--- config.mk ---
export PLATFORM = sky130hd
export DESIGN_NAME = duplicate_packet_filter
export DESIGN_NICKNAME = d
export VERILOG_FILES = /design/src/hw/rtl/dpf_pkg.sv /design/src/hw/rtl/dpf_front.sv /design/src/hw/rtl/dpf_queue.sv /design/src/hw/rtl/dpf_back.sv /design/src/hw/rtl/duplicate_packet_filter.sv
export SDC_FILE = /design/constraint.sdc
export NUM_CORES = 2
export LEC_CHECK = 0
export BUFFER_PORTS_ARGS = -buffer_cell sky130_fd_sc_hd__buf_2
export CAP_MARGIN = 0
export CORE_UTILIZATION = 50
export DETAILED_ROUTE_END_ITERATION = 6
export PLACE_DENSITY = 0.67
export SYNTH_ARGS = -nofsm -noshare
export SYNTH_HDL_FRONTEND = slang
export SYNTH_SLANG_ARGS = --single-unit
--- constraint.sdc ---
create_clock -name i_clk -period 16.4 [get_ports i_clk]
set_input_delay 1.64 -clock i_clk [delete_from_list [all_inputs] [get_ports i_clk]]
set_output_delay 1.64 -clock i_clk [all_outputs]
set_load 0.01 [all_outputs]
--- src/hw/rtl/dpf_pkg.sv ---
// dpf_pkg: shared types, codes and default sizes for the duplicate packet filter.
// Used by every module under hw/rtl; depends on nothing else.
package dpf_pkg;

    localparam int DPF_ACK_DEPTH   = 32;
    localparam int DPF_HASH_DEPTH  = 32;
    localparam int DPF_HASH_BYTES  = 8;
    localparam int DPF_QUEUE_DEPTH = 2;

    // Action codes as they arrive on the input word.
    localparam logic [1:0] ACT_CHECK  = 2'd0;
    localparam logic [1:0] ACT_CLEAR  = 2'd1;
    localparam logic [1:0] ACT_RSTAT  = 2'd2;

    typedef enum logic [1:0] {
        OP_CHECK,
        OP_CLEAR,
        OP_RSTAT,
        OP_NOP
    } t_op;

    typedef enum logic [1:0] {
        ST_IDLE,
        ST_SCAN,
        ST_UPDATE
    } t_back_state;

    typedef struct packed {
        logic [1:0]  action;
        logic        is_ack;
        logic        is_direct;
        logic [31:0] ack_value;
        logic [63:0] packet_hash;
    } t_in;

    typedef struct packed {
        logic        seen;
        logic [31:0] direct_dup_count;
        logic [31:0] flood_dup_count;
    } t_out;

    // Classified command handed from the front to the back through the queue.
    typedef struct packed {
        t_op         op;
        logic        is_ack;
        logic        is_direct;
        logic [31:0] ack_key;
        logic [63:0] hash_key;
    } t_cmd;

    typedef struct packed {
        logic not_empty;
        logic not_full;
    } t_q_stat;

endpackage

--- src/hw/rtl/dpf_front.sv ---
// dpf_front: input register that accepts words, decodes the action and masks the hash.
// Depends on dpf_pkg; feeds dpf_queue.
module dpf_front import dpf_pkg::*; #(
    parameter int HASH_BYTES = DPF_HASH_BYTES
) (
    input  logic    i_clk,
    input  logic    i_rst_n,
    input  logic    i_valid,
    output logic    o_ready,
    input  t_in     i_data,
    input  t_q_stat i_q_stat,
    output logic    o_push,
    output t_cmd    o_cmd
);

    localparam logic [63:0] HashMask = (HASH_BYTES >= 8) ? {64{1'b1}} :
                                       ((64'd1 << (8 * HASH_BYTES)) - 64'd1);

    logic r_valid, n_valid;
    t_cmd r_cmd, n_cmd;
    logic accept;

    assign o_push  = r_valid && i_q_stat.not_full;
    assign o_ready = !r_valid || i_q_stat.not_full;
    assign accept  = i_valid && o_ready;
    assign o_cmd   = r_cmd;

    always_comb begin
        n_cmd.is_ack    = i_data.is_ack;
        n_cmd.is_direct = i_data.is_direct;
        n_cmd.ack_key   = i_data.ack_value;
        n_cmd.hash_key  = i_data.packet_hash & HashMask;
        unique case (i_data.action)
            ACT_CHECK: n_cmd.op = OP_CHECK;
            ACT_CLEAR: n_cmd.op = OP_CLEAR;
            ACT_RSTAT: n_cmd.op = OP_RSTAT;
            default:   n_cmd.op = OP_NOP;
        endcase
    end

    always_comb begin
        if (accept) begin
            n_valid = 1'b1;
        end else if (o_push) begin
            n_valid = 1'b0;
        end else begin
            n_valid = r_valid;
        end
    end

    always_ff @(posedge i_clk) begin
        if (!i_rst_n) begin
            r_valid <= 1'b0;
        end else begin
            r_valid <= n_valid;
        end
    end

    always_ff @(posedge i_clk) begin
        if (accept) begin
            r_cmd <= n_cmd;
        end
    end

endmodule

--- src/hw/rtl/dpf_queue.sv ---
// dpf_queue: short command queue between the front and the back.
// Depends on dpf_pkg for the command type and depth.
module dpf_queue import dpf_pkg::*; (
    input  logic    i_clk,
    input  logic    i_rst_n,
    input  logic    i_push,
    input  t_cmd    i_cmd,
    input  logic    i_pop,
    output t_cmd    o_head,
    output t_q_stat o_stat
);

    localparam int PtrW = (DPF_QUEUE_DEPTH > 1) ? $clog2(DPF_QUEUE_DEPTH) : 1;
    localparam int CntW = $clog2(DPF_QUEUE_DEPTH + 1);

    t_cmd            r_mem [DPF_QUEUE_DEPTH];
    logic [PtrW-1:0] r_wr_ptr, r_rd_ptr;
    logic [CntW-1:0] r_count;
    logic            do_push, do_pop;

    assign o_stat.not_empty = (r_count != '0);
    assign o_stat.not_full  = (r_count != CntW'(DPF_QUEUE_DEPTH));
    assign do_push = i_push && o_stat.not_full;
    assign do_pop  = i_pop && o_stat.not_empty;
    assign o_head  = r_mem[r_rd_ptr];

    function automatic logic [PtrW-1:0] ptr_inc(input logic [PtrW-1:0] p);
        ptr_inc = (p == PtrW'(DPF_QUEUE_DEPTH - 1)) ? '0 : p + PtrW'(1);
    endfunction

    always_ff @(posedge i_clk) begin
        if (!i_rst_n) begin
            r_wr_ptr <= '0;
            r_rd_ptr <= '0;
            r_count  <= '0;
        end else begin
            if (do_push) begin
                r_wr_ptr <= ptr_inc(r_wr_ptr);
            end
            if (do_pop) begin
                r_rd_ptr <= ptr_inc(r_rd_ptr);
            end
            if (do_push && !do_pop) begin
                r_count <= r_count + CntW'(1);
            end else if (do_pop && !do_push) begin
                r_count <= r_count - CntW'(1);
            end
        end
    end

    always_ff @(posedge i_clk) begin
        if (do_push) begin
            r_mem[r_wr_ptr] <= i_cmd;
        end
    end

endmodule

--- src/hw/rtl/dpf_back.sv ---
// dpf_back: key stores, one-entry-per-cycle scan, counters and the result register.
// Depends on dpf_pkg; takes commands from dpf_queue.
module dpf_back import dpf_pkg::*; #(
    parameter int ACK_DEPTH  = DPF_ACK_DEPTH,
    parameter int HASH_DEPTH = DPF_HASH_DEPTH,
    parameter int HASH_BYTES = DPF_HASH_BYTES
) (
    input  logic    i_clk,
    input  logic    i_rst_n,
    input  t_q_stat i_q_stat,
    input  t_cmd    i_head,
    output logic    o_pop,
    output logic    o_valid,
    input  logic    i_ready,
    output t_out    o_data
);

    localparam int AckAw    = $clog2(ACK_DEPTH);
    localparam int HashAw   = $clog2(HASH_DEPTH);
    localparam int HashBits = 8 * HASH_BYTES;
    localparam int MaxDepth = (ACK_DEPTH > HASH_DEPTH) ? ACK_DEPTH : HASH_DEPTH;
    localparam int CntW     = $clog2(MaxDepth + 1);

    t_back_state r_state, n_state;
    t_cmd        r_cmd;

    logic [31:0]       r_ack_mem  [ACK_DEPTH];
    logic [HashBits-1:0] r_hash_mem [HASH_DEPTH];
    logic [ACK_DEPTH-1:0]  r_ack_vld;
    logic [HASH_DEPTH-1:0] r_hash_vld;

    logic [31:0]         r_ack_q;
    logic                r_ack_vq;
    logic [HashBits-1:0] r_hash_q;
    logic                r_hash_vq;

    logic [CntW-1:0]   r_rd_idx, r_rd_at, r_hit_idx;
    logic              r_rd_pend, r_hit;
    logic [AckAw-1:0]  r_ack_slot;
    logic [HashAw-1:0] r_hash_slot;
    logic [31:0]       r_direct_dups, r_flood_dups, n_direct, n_flood;
    logic              r_out_valid;
    t_out              r_out;

    logic [CntW-1:0] sel_depth;
    logic            rd_en, ack_re, hash_re;
    logic            entry_match, last_entry, scan_done;
    logic            out_free, do_fin, ack_we, hash_we;
    logic [31:0]         ack_entry;
    logic [HashBits-1:0] hash_entry;

    assign sel_depth  = r_cmd.is_ack ? CntW'(ACK_DEPTH) : CntW'(HASH_DEPTH);
    assign ack_entry  = r_ack_vq ? r_ack_q : 32'd0;
    assign hash_entry = r_hash_vq ? r_hash_q : '0;
    assign entry_match = r_cmd.is_ack ? (ack_entry == r_cmd.ack_key)
                                      : (hash_entry == r_cmd.hash_key[HashBits-1:0]);
    assign last_entry = (r_rd_at == sel_depth - CntW'(1));
    assign out_free   = !r_out_valid || i_ready;

    // Next state.
    always_comb begin
        n_state = r_state;
        unique case (r_state)
            ST_IDLE: begin
                if (i_q_stat.not_empty) begin
                    if (i_head.op == OP_CHECK || i_head.op == OP_CLEAR) begin
                        n_state = ST_SCAN;
                    end else begin
                        n_state = ST_UPDATE;
                    end
                end
            end
            ST_SCAN: begin
                if (scan_done) begin
                    n_state = ST_UPDATE;
                end
            end
            ST_UPDATE: begin
                if (out_free) begin
                    n_state = ST_IDLE;
                end
            end
            default: n_state = ST_IDLE;
        endcase
    end

    // State outputs.
    always_comb begin
        o_pop     = (r_state == ST_IDLE) && i_q_stat.not_empty;
        rd_en     = (r_state == ST_SCAN) && (r_rd_idx < sel_depth);
        scan_done = (r_state == ST_SCAN) && r_rd_pend && (entry_match || last_entry);
        do_fin    = (r_state == ST_UPDATE) && out_free;
    end

    assign ack_re  = rd_en && r_cmd.is_ack;
    assign hash_re = rd_en && !r_cmd.is_ack;
    assign ack_we  = do_fin && (r_cmd.op == OP_CHECK) && !r_hit && r_cmd.is_ack;
    assign hash_we = do_fin && (r_cmd.op == OP_CHECK) && !r_hit && !r_cmd.is_ack;

    always_comb begin
        n_direct = r_direct_dups;
        n_flood  = r_flood_dups;
        unique case (r_cmd.op)
            OP_CHECK: begin
                if (r_hit) begin
                    if (r_cmd.is_direct) begin
                        n_direct = r_direct_dups + 32'd1;
                    end else begin
                        n_flood = r_flood_dups + 32'd1;
                    end
                end
            end
            OP_RSTAT: begin
                n_direct = 32'd0;
                n_flood  = 32'd0;
            end
            default: begin
            end
        endcase
    end

    always_ff @(posedge i_clk) begin
        if (!i_rst_n) begin
            r_state       <= ST_IDLE;
            r_rd_idx      <= '0;
            r_rd_pend     <= 1'b0;
            r_ack_slot    <= '0;
            r_hash_slot   <= '0;
            r_direct_dups <= 32'd0;
            r_flood_dups  <= 32'd0;
            r_out_valid   <= 1'b0;
            r_ack_vld     <= '0;
            r_hash_vld    <= '0;
        end else begin
            r_state <= n_state;
            if (o_pop) begin
                r_rd_idx  <= '0;
                r_rd_pend <= 1'b0;
            end else if (r_state == ST_SCAN) begin
                r_rd_pend <= rd_en;
                if (rd_en) begin
                    r_rd_idx <= r_rd_idx + CntW'(1);
                end
            end
            if (do_fin) begin
                r_direct_dups <= n_direct;
                r_flood_dups  <= n_flood;
                r_out_valid   <= 1'b1;
            end else if (i_ready) begin
                r_out_valid <= 1'b0;
            end
            if (ack_we) begin
                r_ack_vld[r_ack_slot] <= 1'b1;
                r_ack_slot <= (r_ack_slot == AckAw'(ACK_DEPTH - 1)) ? '0
                                                                     : r_ack_slot + AckAw'(1);
            end
            if (hash_we) begin
                r_hash_vld[r_hash_slot] <= 1'b1;
                r_hash_slot <= (r_hash_slot == HashAw'(HASH_DEPTH - 1)) ? '0
                                                                         : r_hash_slot + HashAw'(1);
            end
            // A cleared entry simply drops its valid bit and reads as zero.
            if (do_fin && r_cmd.op == OP_CLEAR && r_hit) begin
                if (r_cmd.is_ack) begin
                    r_ack_vld[r_hit_idx[AckAw-1:0]] <= 1'b0;
                end else begin
                    r_hash_vld[r_hit_idx[HashAw-1:0]] <= 1'b0;
                end
            end
        end
    end

    always_ff @(posedge i_clk) begin
        if (o_pop) begin
            r_cmd <= i_head;
        end
        if (rd_en) begin
            r_rd_at <= r_rd_idx;
        end
        if (scan_done) begin
            r_hit     <= entry_match;
            r_hit_idx <= r_rd_at;
        end
        if (do_fin) begin
            r_out.seen             <= (r_cmd.op == OP_CHECK) && r_hit;
            r_out.direct_dup_count <= n_direct;
            r_out.flood_dup_count  <= n_flood;
        end
    end

    // Ack store: one write and one registered read per cycle.
    always_ff @(posedge i_clk) begin
        if (ack_we) begin
            r_ack_mem[r_ack_slot] <= r_cmd.ack_key;
        end
        if (ack_re) begin
            r_ack_q  <= r_ack_mem[r_rd_idx[AckAw-1:0]];
            r_ack_vq <= r_ack_vld[r_rd_idx[AckAw-1:0]];
        end
    end

    // Hash store: one write and one registered read per cycle.
    always_ff @(posedge i_clk) begin
        if (hash_we) begin
            r_hash_mem[r_hash_slot] <= r_cmd.hash_key[HashBits-1:0];
        end
        if (hash_re) begin
            r_hash_q  <= r_hash_mem[r_rd_idx[HashAw-1:0]];
            r_hash_vq <= r_hash_vld[r_rd_idx[HashAw-1:0]];
        end
    end

    assign o_valid = r_out_valid;
    assign o_data  = r_out;

    a_scan_in_range: assert property (@(posedge i_clk) disable iff (!i_rst_n)
        (r_state == ST_SCAN && r_rd_pend) |-> (r_rd_at < sel_depth))
        else $error("scan compared an entry beyond the selected store");

    a_update_holds: assert property (@(posedge i_clk) disable iff (!i_rst_n)
        (r_state == ST_UPDATE && !out_free) |=> (r_state == ST_UPDATE))
        else $error("update left while the result register was occupied");

    a_result_from_update: assert property (@(posedge i_clk) disable iff (!i_rst_n)
        $rose(r_out_valid) |-> ($past(r_state) == ST_UPDATE))
        else $error("result appeared without an update step");

    a_miss_keeps_counts: assert property (@(posedge i_clk) disable iff (!i_rst_n)
        (do_fin && r_cmd.op == OP_CHECK && !r_hit)
        |=> (r_direct_dups == $past(r_direct_dups) && r_flood_dups == $past(r_flood_dups)))
        else $error("a check that missed changed a duplicate counter");

endmodule

--- src/hw/rtl/duplicate_packet_filter.sv ---
// Duplicate packet filter: front register, two-entry command queue, scanning back end.
// A check or clear scans the selected store and a hit ends the scan early. The back end
// finishes one word, scanning one store entry per cycle on a single read port, before it takes
// the next word from the queue. Counter resets and unused actions skip the scan and go
// straight to the update step. Synchronous reset clears all valid bits, slot pointers and
// counters at once, so every store entry then reads as zero.
module duplicate_packet_filter import dpf_pkg::*; #(
    parameter int ACK_DEPTH  = DPF_ACK_DEPTH,
    parameter int HASH_DEPTH = DPF_HASH_DEPTH,
    parameter int HASH_BYTES = DPF_HASH_BYTES
) (
    input  logic i_clk,
    input  logic i_rst_n,
    input  logic i_valid,
    output logic o_ready,
    input  t_in  i_data,
    output logic o_valid,
    input  logic i_ready,
    output t_out o_data
);

    t_q_stat q_stat;
    t_cmd    front_cmd, q_head;
    logic    push, pop;

    dpf_front #(
        .HASH_BYTES(HASH_BYTES)
    ) u_front (
        .i_clk    (i_clk),
        .i_rst_n  (i_rst_n),
        .i_valid  (i_valid),
        .o_ready  (o_ready),
        .i_data   (i_data),
        .i_q_stat (q_stat),
        .o_push   (push),
        .o_cmd    (front_cmd)
    );

    dpf_queue u_queue (
        .i_clk   (i_clk),
        .i_rst_n (i_rst_n),
        .i_push  (push),
        .i_cmd   (front_cmd),
        .i_pop   (pop),
        .o_head  (q_head),
        .o_stat  (q_stat)
    );

    dpf_back #(
        .ACK_DEPTH  (ACK_DEPTH),
        .HASH_DEPTH (HASH_DEPTH),
        .HASH_BYTES (HASH_BYTES)
    ) u_back (
        .i_clk    (i_clk),
        .i_rst_n  (i_rst_n),
        .i_q_stat (q_stat),
        .i_head   (q_head),
        .o_pop    (pop),
        .o_valid  (o_valid),
        .i_ready  (i_ready),
        .o_data   (o_data)
    );

endmodule

* After elaboration in Yosys (flattened, before gate mapping)
Memory sizes are Yosys's and may differ from the RTL's. A register that Yosys moved wholly into a read port is not among the register bits. Cells that the tools add are included.
Word-level totals: register bits 432, bits in writable memories 3272, output and inout port bits 67, logic and storage cells 169, memories kept 3
Operators by class: add/sub/neg operators 9, magnitude comparators 8, eq/ne operators 16, multiplexer cells 51, bitwise operators 6, reductions and logical operators 44
Memory list:
- u_back.r_hash_mem | words 32, bits a word 64, rd ports 1, clocked after Yosys merged registers in 1, wr ports 1, line dpf_back.sv:28 | logic [HashBits-1:0] r_hash_mem [HASH_DEPTH];
- u_back.r_ack_mem | words 32, bits a word 32, rd ports 1, clocked after Yosys merged registers in 1, wr ports 1, line dpf_back.sv:27 | logic [31:0] r_ack_mem [ACK_DEPTH];
- u_queue.r_mem | words 2, bits a word 100, rd ports 1, clocked after Yosys merged registers in 1, wr ports 1, line dpf_queue.sv:16 | t_cmd r_mem [DPF_QUEUE_DEPTH];
Operators by type and width (number):
- $mux W32 | 13
- $pmux W32 S2 | 2
- $add A32 B1 Y32 const B | 2
- $and A32 B32 Y32 | 2
- $eq A64 B64 Y1 | 1
- $mux W64 | 1
- $or A32 B32 Y32 | 2
- $eq A32 B32 Y1 | 1
- $not A32 Y32 | 1
- $lt A5 B6 Y1 const B | 4
- $logic_and A1 B1 Y1 | 23
- $mux W1 | 20
- $demux W1 S5 | 3
- $ge A5 B1 Y1 const B | 3
- $mux W2 | 6
- $pmux W2 S3 | 2
- $add A5 B1 Y5 const B | 2
- $bmux W1 S5 | 2
- $eq A5 B5 Y1 const B | 2
- $mux W5 | 2
- $eq A2 B1 Y1 const B | 4
- $logic_not A2 Y1 | 4
- $reduce_bool A2 Y1 | 4
- $add A6 B1 Y6 const B | 1
- other kinds (14) | 27

* Depth between registers and ports, before layout
depth after elaboration 11, depth in mapped cells 10

* Modules after synthesis
Synthesis repeated with hierarchy kept, for this count alone.
Second synthesis, totals: cell total of the unflattened synthesis 6420, area total of the unflattened synthesis 145016.6 um^2
Modules (own cells, without submodules):
- dpf_back | instances 1, cells each 5977, area an instance 134486.5 um^2, seq. area each 103469.2 um^2
- dpf_queue | instances 1, cells each 335, area an instance 7454.6 um^2, seq. area each 6105.9 um^2
- dpf_front | instances 1, cells each 108, area an instance 3075.4 um^2, seq. area each 3022.9 um^2

* Worst setup path after synthesis
No wires, ideal clock.
path kind input port to flip-flop, start in i_ready, end mem u_back.r_hash_mem[15][0] in the netlist's numbering (enable), data arrival time 7319 ps, data required time 15819 ps, slack 8500 ps, cell stages on the path 5, buffers on the path 0, path through nand2b_1 nand2b_1 nor4_2 nand3_1 nor3b_1
On the way: word-level cells in the longest chain between the ends 7
Ends and longest elaborated chain:
- start: declaration | line duplicate_packet_filter.sv:18 | input logic i_ready,
- $logic_or A1 B1 Y1 | line dpf_back.sv:58 | assign out_free = !r_out_valid || i_ready;
- $logic_and A1 B1 Y1 | line dpf_back.sv:92 | do_fin = (r_state == ST_UPDATE) && out_free;
- $logic_and A1 B1 Y1 (3 in series) | line dpf_back.sv:98 | assign hash_we = do_fin && (r_cmd.op == OP_CHECK) && !r_hit && !r_cmd.is_ack;
- $mux W1 | line dpf_back.sv:204 | if (hash_we) begin
- $mux W1 (not written as such) | line dpf_back.sv:205 | r_hash_mem[r_hash_slot] <= r_cmd.hash_key[HashBits-1:0];
- end: declaration | line dpf_back.sv:28
Every way passes these cells.

* Worst setup path in the final report
start in i_ready, end mem u_back.r_hash_mem[6][31] in the netlist's numbering (enable)
The elaborated chain is that of the path after synthesis.

==> summary.md <==
| Metric | Value |
|---|---|
| Synth Flop Type | edfxtp_1 |
| Post-cts repair resize count | 0 |
| Critical Path RT | 16900 ps |
| F_max | 183 MHz |
| Dpl hpwl | 186 mm |
| Status | complete, but fails checks |
| P_int | 17.4 mW |
| Met2 wire len | 157 mm |
| Final Cycle Share | 33.3% |
| Min-Delay Path Class | register to register |
| Global-route wire length before repair | 484 mm |
| Maximum vdd drop | 0.000107 V |
| # setup viols final | 0 |
| Worst slack at placement | 10060 ps |
| Max-cap viol count | 0 |
| Skew-Pair Late Insertion Delay | 910 ps |
| Initial antenna violation count | 11 |
| Die area | 292000 um^2 |
| Post-synth top area cell | edfxtp_1 |
| Mapped Avg Cell Area | 22.4 um^2 |
| Worst-path clk slew | 60 ps |
| CP Data Arrival Time | 5960 ps |
| Final core occ | 56.6% |
| Tot Pwr | 23.1 mW |
| Sum Neg Setup Slack | 0 ps |
| CTS Root Cell | clkbuf_16 |
| Synth cell types | 75 |
| TritonCTS clock tree | yes |
| Power share of the clock group | 35.3% |
| Critical path type | input port to register |
| CTS H-tree lvls | 5 |
| Final Max Tran Viols | 0 |
| Synth Net Count | 6581 |
| Final WS setup | 10940 ps |
| Routed WL | 335 mm |
| Sequential area share after synthesis | 77.8% |
| Clock Tree Buf Depth | 4 |
| Drt wl/cell | 30.5 um |
| Post-synth top cells | edfxtp_1 (3647), mux4_2 (980), nor2_1 (238) |
| P_sw | 5.72 mW |
| Non-Filler Instances | 11000 |
| DRC errors left | 15 |
| Layout cells sized above 1 | 30.3% |
| Slew @ Worst Pin | 1380 ps |
| CP Capture Type | register |
| RSZ-0062 raised after global routing | false |
| Number of synthesized flops with an enable pin | 3647 |
| Area delta synth->final | 12.6% |
| DRT iter0 DRCs | 8576 |
| Gate power share | 13.3% |
| Antenna violation net count after detailed routing | 0 |
| Area share of the largest cell type after synthesis | 75.7% |
| Worst setup SP type | input port |
| WL met1 | 140 mm |
| Post-CTS setup buffers | 0 |
| Pre-Repair DR Iteration Count | 7 |
| Die width | 540 um |
| Vias/cell | 6.26 |
| # rows | 197 |
| Final #Nets | 7039 |
| Grt ovf | 0 |
| PwrDens | 142 nW/um^2 |
| Placed Cells | 10300 |
| Final Hold Fails | 0 |
| Pin count of the biggest net entering global routing | 126 |
| IO Pins | 171 |
| Met3 WL post-DR | 29.9 mm |
| #FFs+latches synth | 3801 |
| Ys async rst share | 0% |
| Leak pwr | 49.5 nW |
| Slew margin rel. | 7.99% |
| All-Layer GR Usage | 22.9% |
| TritonCTS Sinks | 3801 |
| Instance count of the mapped netlist | 6463 |
| Cts bufs inserted | 374 |
| Tmin final | 5460 ps |
| Core box area | 288000 um^2 |
| CP max FO | 49 |
| Initial Utilization | 50.3% |
| Failing checks | design-rule violations |
| Largest cells by area after synthesis | edfxtp_1 (76%), mux4_2 (15%), dfxtp_1 (2.1%) |
| Most frequent cell after synthesis | edfxtp_1 |
| Port bufs | 170 |
| Reg power frac | 51.4% |
| Via count | 68900 |
| Top layer in use | met4 |
| Vias in the first global route | 69900 |
| Ys Warns | 0 |
| Placer congestion estimate | 0.835 |
| Setup Skew | 58.6 ps |
| Die Ht | 540 um |
| CTS Hold Bufs | 0 |
| Sw Ratio | 24.7% |
| Post-Syn Area | 145000 um^2 |
[logic make-up after synthesis]
family	synth area share (%)
AO/OA/AOI/OAI	1.51
multiplexers	16.8
flip-flops	77.8
XOR/XNOR	0.563
adder cells (fa/ha/maj)	0.121
buffers and inverters	1.01
AND/OR/NAND/NOR	2.19
[area by class of cell]
cell class / instances / area [um^2]
diodes: 6 / 15.0
clock buffers: 483 / 9960
clock inverters: 183 / 1610
fillers: 20700 / 125000
inverters: 54 / 210
multi-input cells: 2298 / 31200
flip-flops and latches: 3801 / 113000
well taps: 3781 / 4730
repair buffers: 392 / 2610
[power by group through the flow]
stage | Clock [mW] | Combinational [mW] | Sequential, mW
2_1_floorplan | 0 | 1.50 | 12.5
3_3_place_gp | 0 | 3.03 | 12.1
3_5_place_dp | 0 | 3.11 | 12.1
4_1_cts | 8.29 | 3.11 | 11.9
5_1_grt | 8.67 | 3.28 | 11.9
6_report | 8.17 | 3.08 | 11.9
[metrics by stage]
stage | hold WS [ps] | cell area, um^2
final | 414 | 163000
after global routing | 414 | 163000
after CTS | 415 | 163000
after detailed placement | 429 | 151000
after global placement | 421 | 151000
after floorplan | 403 | 145000
[routing by layer]
metal,GRT usage (%),vias up
met5,0,-
met4,5.77,0
met3,4.07,475
met2,35.2,3260
met1,34.1,37100
li1,-,28100
[layout by cell type, fill, tap and decap left out, types with 130 or more instances in the layout]
cell type  netlist  routed
a21oi_1        130     130
buf_2           60     170
buf_4            4     215
clkbuf_16        0     379
dfxtp_1        154     148
edfxtp_1      3647    3647
mux2_2         198     198
mux4_2         980     980
nand2_1        148     148
nor2_1         238     176
[worst paths after layout]
kind,depth (start not counted),end,slack [ps],start
worst max register to register,6,u_back.r_hash_q[35],11110,u_back.r_rd_idx[1]
worst min-delay path,0,u_queue.r_mem[0][24],410,u_front.o_cmd[24]
worst max-delay path,8,u_back.r_hash_mem[6][31],10940,i_ready
worst min register to register,0,u_queue.r_mem[0][24],410,u_front.o_cmd[24]
[registers in the layout, summed over array words and instances, names as in the netlist, 2 cells and up, named ones only]
register	flops
u_front.o_cmd	100
u_back.r_ack_q	32
u_back.r_ack_mem	1024
u_back.o_data	65
u_back.r_ack_slot	5
u_back.r_hash_mem	2048
u_back.r_direct_dups	32
u_queue.r_mem	200
u_back.r_rd_idx	6
u_back.r_rd_at	6
u_back.r_flood_dups	32
u_back.r_hash_vld	32
u_back.r_hash_q	64
u_back.r_cmd	100
u_back.r_hash_slot	5
u_queue.r_count	2
u_back.r_ack_vld	32
u_back.r_hit_idx	5
u_back.r_state	2
[critical path, stage by stage]
cell      delay (ps)
buf_2             90
nand2b_1         150
nand2b_2          70
buf_4            310
nor4_2           890
nand2_1          760
nor2_4          1140
buf_4            840
Note: power is estimated with default switching activity, not from simulation.
